## config.mk

```make
export PLATFORM = sky130hd
export DESIGN_NAME = scdh_mul
export DESIGN_NICKNAME = d
export VERILOG_FILES = /design/src/rtl/segment_cost_dp_hull_defines.svh /design/src/rtl/scdh_mul.sv
export SDC_FILE = /design/constraint.sdc
export NUM_CORES = 1
export LEC_CHECK = 0
export BUFFER_PORTS_ARGS = -buffer_cell sky130_fd_sc_hd__buf_2
export CAP_MARGIN = 10
export CORE_MARGIN = 2
export CORE_UTILIZATION = 30
export DETAILED_ROUTE_END_ITERATION = 10
export PLACE_DENSITY = 0.54
export REMOVE_ABC_BUFFERS = 1
export SYNTH_ARGS = -nofsm -noshare
export SYNTH_HDL_FRONTEND = slang
export SYNTH_SLANG_ARGS = --single-unit
```

## constraint.sdc

```tcl
create_clock -name clock -period 18.8 [get_ports clock]
set_clock_uncertainty 0.2 [all_clocks]
set_input_delay 3.76 -clock clock [delete_from_list [all_inputs] [get_ports clock]]
set_output_delay 3.76 -clock clock [all_outputs]
set_load 0.005 [all_outputs]
```

## src/rtl/segment_cost_dp_hull_defines.svh

```systemverilog
// ----------------------------------------------------------------------------
// Segment cost DP hull: assertion macros
// Shared property forms for the block's concurrent checks.
// ----------------------------------------------------------------------------
`ifndef SEGMENT_COST_DP_HULL_DEFINES_SVH
`define SEGMENT_COST_DP_HULL_DEFINES_SVH

// condition holds at every edge outside reset
`define SCDH_ASSERT_ALWAYS(label, clk, rst, cond, msg) \
   label: assert property (@(posedge clk) disable iff (rst) (cond)) else $error(msg);

// antecedent implies consequent on the following edge
`define SCDH_ASSERT_NEXT(label, clk, rst, ante, cons, msg) \
   label: assert property (@(posedge clk) disable iff (rst) (ante) |=> (cons)) \
      else $error(msg);

`endif

```

## src/rtl/scdh_mul.sv

```systemverilog
// ----------------------------------------------------------------------------
// scdh_mul
// Shared unsigned multiplier with a registered product.
// ----------------------------------------------------------------------------
`default_nettype none

module scdh_mul #(
   parameter int MUL_W = 24
) (
   input  wire logic               clock,
   input  wire logic [MUL_W-1:0]   op_a,
   input  wire logic [MUL_W-1:0]   op_b,
   output logic      [2*MUL_W-1:0] prod
);

   logic [2*MUL_W-1:0] prod_ff;
   logic [2*MUL_W-1:0] prod_in;

   assign prod_in = op_a * op_b;

   always_ff @(posedge clock) begin
      prod_ff <= prod_in;
   end

   assign prod = prod_ff;

endmodule

`default_nettype wire

```

# Yosys cells after proc, flatten, opt, wreduce, memory -nomap -nowiden
# Cells that the tools add are included.
totals:
  inputBits: 49
  wordCells: 2
  register_bits: 48
  out_inout_bits: 48
op_classes:
  multipliers: 1
ops:
  columns: ["operator", "n"]
  rows:
  - ["24-bit by 24-bit multiplier with 48-bit output", 1]

# Depth between registers and ports, before layout
# Gate-level depths: netlist of run 1.
depth:
  word_depth: 1
  ltp_mapped: 26
  depth_no_buf: 24

# Least setup slack after synthesis of run 1
# Ideal clock, no wire load.
synth_path:
  kind: "input port to flip-flop"
  startpoint: "input op_b[3]"
  endpoint: "register prod_ff[44], in the netlist prod[44]"
  setup_time_ns: 0.064
  t_required_ns: 18.536
  arrival_ns: 9.704
  path_slack_ns: 8.832
  path_buffers: 1
  cell_stages: 25
  path_cell_list: "clkbuf_1 > nand2_1 > fa_1 > inv_1 > fa_1 > inv_1 > fa_1 > inv_1 > fa_1 > inv_1 > fa_1 > inv_1 > fa_1 > inv_1 > fa_1 > inv_1 > ha_1 > a21oi_1 > nand2_1 > nor3_1 > a2111oi_4 > o21ai_1 > a21oi_1 > or3_1 > nand4_1"
synth_via:
  elab_chain_cells: 1
synth_rtl:
  columns: ["item", "line_no", "source"]
  rows:
  - ["start, declared", "scdh_mul.sv:12", "input wire logic [MUL_W-1:0] op_b,"]
  - ["24-bit by 24-bit multiplier with 48-bit output", "scdh_mul.sv:19", "assign prod_in = op_a * op_b;"]
  - ["named net prod_in[44]", "scdh_mul.sv:17", "logic [2*MUL_W-1:0] prod_in;"]
  - ["end signal, assigned", "scdh_mul.sv:22", "prod_ff <= prod_in;"]
  - ["end, declared", "scdh_mul.sv:16", "logic [2*MUL_W-1:0] prod_ff;"]
# The timed path passes the listed nets, and every way through them passes these cells.

# Worst setup path in the final report of run 1
layout_path:
  startpoint: "input op_a[17]"
  endpoint: "register prod_ff[45], in the netlist prod[45]"
layout_via:
  elab_chain_cells: 1
layout_rtl:
  columns: ["item", "line_no", "source"]
  rows:
  - ["start, declared", "scdh_mul.sv:11", "input wire logic [MUL_W-1:0] op_a,"]
  - ["24-bit by 24-bit multiplier with 48-bit output", "scdh_mul.sv:19", null]
  - ["named net prod_in[45]", "scdh_mul.sv:17", null]
# The timed path passes the listed nets, and every way through them passes these cells.

==> impl_metrics.env, run 1 <==
export IMPL_synthArstFlopShare_pct=0
export IMPL_crit_slowest_cell="nor4_1"
export IMPL_setup_viol=0
export IMPL_die_x_um=263
export IMPL_end_kind="register"
export IMPL_layout_common_cells="559 x inv_1, 482 x fa_1, 307 x nand2_1"
export IMPL_vias=14600
export IMPL_fin_setup_tns_ps=0
export IMPL_synth_cell_type_count=51
export IMPL_area_delta_synth_final_pct=6.58
export IMPL_drv_cap=0
export IMPL_fp_row_count=94
export IMPL_final_nets=2942
export IMPL_post_route_min_period_ps=10690
export IMPL_seq_area_sq_um=961
export IMPL_path_buf_inv=5
export IMPL_synth_area_per_cell_sq_um=8.96
export IMPL_worst_setup_path_type="input port to register"
export IMPL_clkTransAtPathRegs_ps=70
export IMPL_status="finished, final reports clean"
export IMPL_cts_buffer_depth=2
export IMPL_yosysWarningCount=0
export IMPL_hold_violations=0
export IMPL_grt_pass1_vias=16200
export IMPL_top_usage_layer="met2"
export IMPL_vias_per_cell=4.70
export IMPL_dieArea_sq_um=68900
export IMPL_fillers=6942
export IMPL_syn_inst=2238
export IMPL_grtUsageMet3_pct=1.15
export IMPL_netlist_area_sq_um=20100
export IMPL_start_util_pct=30.4
export IMPL_cts_hold_buf=0
export IMPL_drt_pass1_iterations=5
export IMPL_critical_path_max_stage_delay_ps=840
export IMPL_grt_max_degree=25
export IMPL_htreeDepth=2
export IMPL_dp_final_hpwl_mm=43.0
export IMPL_cp_start_kind="input port"
export IMPL_cp_required_ps=18830
export IMPL_cts_root_buf="clkbuf_16"
export IMPL_drtIter0Drc=960
export IMPL_grt_use_met2_pct=28.0
export IMPL_place_congestion=0.864
export IMPL_timing_final_crit_share_pct=56.8
export IMPL_routedWlPerCell_um=17.5
export IMPL_grt_setup_unrepaired="false"
export IMPL_antenna_found_initial=0
export IMPL_final_core_util_pct=32.4
export IMPL_worstHoldPathType="input port to register"
export IMPL_multi_input_area_sq_um=16600
export IMPL_crit_chain="buf_2 > and2_1 > fa_1 > fa_1 > inv_1 > fa_1 > fa_1 > inv_1 > fa_1 > fa_1 > inv_1 > fa_1 > inv_1 > ha_1 > a21oi_1 > o21ai_0 > nor3b_1 > nor4_1 > nor4_2 > o21ba_2 > nor3_1"
export IMPL_fmax_ghz=0.0936
export IMPL_drt_total_wl_mm=54.2
export IMPL_grt_pass1_wl_mm=88.2
export IMPL_core_sq_um=66000
export IMPL_crit_arrival_ps=10710
export IMPL_die_y_um=263
export IMPL_cp_max_fo=24
export IMPL_path_delay_family="adder cells"
export IMPL_synth_seq_cells=48
export IMPL_clkSinkCount=48
export IMPL_cp_common_cell="fa_1"
export IMPL_synth_main_ff_cell="dfxtp_1"
export IMPL_largest_register_ffs=48
export IMPL_relSlewSlack_pct=35.0
export IMPL_num_io_pins=97
export IMPL_final_max_slew_viol_count=0
export IMPL_worstMarginPinSlew_ps=966
export IMPL_yosysSeqAreaShare_pct=4.79
export IMPL_grtUsageMet1_pct=21.9
export IMPL_ant_nets=0
export IMPL_cts_resized=0
export IMPL_drive_above_1_share_pct=5.27
export IMPL_drc=0
export IMPL_grt_util_all_layers_pct=16.0
export IMPL_fin_hold_ws_ps=3860
export IMPL_grt_overflow_total=0
export IMPL_cts_buffers_inserted=5
export IMPL_synth_edff_count=0
export IMPL_mostFrequentLayoutCell="inv_1"
export IMPL_post_cts_buffers=0
export IMPL_io_buffer_count=96
export IMPL_cts_tree="done"
==> synthesized netlist by cell type (all sizes together) (16+ instances only) <==
cell / number / area [sq um]
inv: 559 / 2100
o21ai: 20 / 104
nor2: 22 / 85.1
a21o: 16 / 120
and2: 304 / 1900
dfxtp: 48 / 961
fa: 482 / 9650
ha: 174 / 2180
xnor2: 30 / 263
a21oi: 49 / 249
clkbuf: 98 / 368
nand2: 307 / 1150
==> per-layer routing <==
| metal | up-vias | wire length, um |
|---|---|---|
| li1 | 6482 | - |
| met4 | 0 | 975 |
| met5 | - | 0 |
| met1 | 7664 | 24200 |
| met2 | 358 | 26900 |
| met3 | 66 | 2130 |
==> area by class of cell <==
cell class                 count  area share [%]
multi-input combinational   1526            77.6
inverter                     559            9.82
tap                          864            5.06
sequential                    48            4.50
timing repair buffer          97            2.28
clock buffer                   7           0.667
clock inverter                 1          0.0351
antenna                        1          0.0117
==> stage by stage <==
stage                     setup WS, ps  cells  cell area [sq um]
final                             8110   3103              21400
after floorplan                   9050   2133              19700
after global routing              7720   3102              21400
after global placement            7820   3094              21200
after detailed placement          7800   3094              21200
after CTS                         8120   3102              21400
==> path summary, 6_finish.rpt <==
kind,startpoint,end,slack (ps),depth (start not counted)
hold / removal,op_a[0],prod[0],3860,3
setup / recovery,op_a[17],prod[45],8110,21
==> tightest hold or removal path, delay by kind of cell <==
kind / cells / cell delay, ps
buf+inv: 2 / 340
simple gates: 1 / 200
==> cell families after synthesis <==
family | share of synthesized area [%]
buf+inv | 12.5
compound gates | 4.32
fa+ha+maj | 59.0
flops | 4.79
xor+xnor | 1.88
simple gates | 17.6
Power of run 1 is not shown: default switching activity piles up to over one toggle a cycle in this logic, so the estimate is an artifact.
==> run 2: changes to the inputs <==
--- a/config.mk
+++ b/config.mk
@@ -10,7 +10,7 @@
 export CORE_MARGIN = 2
 export CORE_UTILIZATION = 30
 export DETAILED_ROUTE_END_ITERATION = 10
-export PLACE_DENSITY = 0.54
+export PLACE_DENSITY = 0.55
 export REMOVE_ABC_BUFFERS = 1
 export SYNTH_ARGS = -nofsm -noshare
 export SYNTH_HDL_FRONTEND = slang
==> constraint.sdc (replaced) <==
create_clock -name clock -period 9.2 [get_ports clock]
set_clock_uncertainty 0.2 [all_clocks]
set_input_delay 1.84 -clock clock [delete_from_list [all_inputs] [get_ports clock]]
set_output_delay 1.84 -clock clock [all_outputs]
set_load 0.005 [all_outputs]
==> impl_metrics.env, run 2 (same netlist as run 1, synthesis figures left out) <==
export IMPL_status="finished, final reports clean"
export IMPL_cts_root_buf="clkbuf_16"
export IMPL_setup_viol=0
export IMPL_antenna_cells=0
export IMPL_area_delta_synth_final_pct=7.92
export IMPL_fin_setup_tns_ps=0
export IMPL_worstMarginPinSlew_ps=664
export IMPL_fin_hold_ws_ps=2020
export IMPL_largest_register_ffs=48
export IMPL_cts_buffers_inserted=5
export IMPL_cts_hold_buf=0
export IMPL_cts_buffer_depth=2
export IMPL_path_delay_family="adder cells"
export IMPL_relSlewSlack_pct=55.7
export IMPL_drive_above_1_share_pct=6.82
export IMPL_cp_common_cell="fa_1"
export IMPL_drtIter0Drc=729
export IMPL_drt_total_wl_mm=54.3
export IMPL_critical_path_max_stage_delay_ps=530
export IMPL_grt_pass1_vias=16700
export IMPL_drv_cap=0
export IMPL_core_sq_um=66000
export IMPL_fin_area_sq_um=21600
export IMPL_drc=0
export IMPL_layout_common_cells="559 x inv_1, 482 x fa_1, 307 x nand2_1"
export IMPL_final_max_slew_viol_count=0
export IMPL_antenna_found_initial=0
export IMPL_grt_util_all_layers_pct=16.3
export IMPL_fp_row_count=94
export IMPL_grt_max_degree=25
export IMPL_vias=14600
export IMPL_vias_per_cell=4.64
export IMPL_grt_pass1_wl_mm=89.9
export IMPL_clkSinkCount=48
export IMPL_htreeDepth=2
export IMPL_worst_setup_path_type="input port to register"
export IMPL_die_x_um=263
export IMPL_drt_pass1_iterations=5
export IMPL_crit_arrival_ps=8590
export IMPL_path_buf_inv=8
export IMPL_die_y_um=263
export IMPL_crit_chain="buf_2 > and2_1 > fa_1 > fa_1 > inv_1 > fa_1 > inv_1 > fa_1 > inv_1 > fa_1 > inv_1 > fa_1 > inv_1 > fa_1 > inv_1 > ha_1 > a21oi_1 > o21a_1 > a31oi_1 > o21ai_0 > a21oi_1 > buf_4 > a211oi_1 > xnor2_1"
export IMPL_clkTransAtPathRegs_ps=70
export IMPL_grt_overflow_total=0
export IMPL_start_util_pct=30.4
export IMPL_mostFrequentLayoutCell="inv_1"
export IMPL_cp_start_kind="input port"
export IMPL_worstHoldPathType="input port to register"
export IMPL_place_area_sq_um=21500
export IMPL_num_io_pins=97
export IMPL_place_congestion=0.876
export IMPL_cp_max_fo=24
export IMPL_cts_tree="done"
export IMPL_crit_slowest_cell="fa_1"
export IMPL_io_buffer_count=96
export IMPL_post_cts_buffers=0
export IMPL_routedWlPerCell_um=17.3
export IMPL_final_nets=2978
export IMPL_dp_final_hpwl_mm=45.6
export IMPL_cp_required_ps=9180
export IMPL_timing_final_crit_share_pct=93.6
export IMPL_fmax_ghz=0.116
export IMPL_cts_resized=0
export IMPL_ant_nets=0
export IMPL_grt_setup_unrepaired="false"
export IMPL_dieArea_sq_um=68900
export IMPL_hold_violations=0
export IMPL_end_kind="register"
export IMPL_post_route_min_period_ps=8610
run 2: cell types whose count changed in the layout (fill, tap and decap cells not counted):
| cell | delta |
|---|---|
| clkbuf_1 | -1 |
| clkinv_2 | +1 |
| inv_6 | +1 |
| diode_2 | -1 |
| buf_4 | +36 |
| clkinvlp_4 | -1 |
run 2: metal layers:
metal	up-vias	routed length, um	GRT usage [%]
met2	376	27500	29.1
li1	6554	-	-
met5	-	0	0
met3	47	2730	1.96
met1	7599	23400	21.5
met4	0	638	2.53
run 2: area by class of cell:
type	count	area [sq um]
Fill cell	6901	44300
Multi-Input combinational cell	1526	16600
Inverter	559	2100
Tap cell	864	1080
Sequential cell	48	961
Timing Repair Buffer	133	758
Clock buffer	6	139
Clock inverter	2	13.8
run 2: final timing paths:
check / from / end / slack, ps / depth (start not counted)
setup / recovery: op_a[9] / prod[47] / 590 / 24
hold / removal: op_a[0] / prod[0] / 2020 / 3
run 2: stage by stage:
| stage | setup WS (ps) | cells | utilization, % |
|---|---|---|---|
| final | 590 | 3138 | 32.8 |
| after global routing | 280 | 3138 | 32.8 |
| after CTS | 577 | 3138 | 32.8 |
| after detailed placement | 260 | 3130 | 32.6 |
| after global placement | 323 | 3130 | 32.6 |
| after floorplan | 1370 | 2133 | - |
Power of run 2 is left out for the same reason.
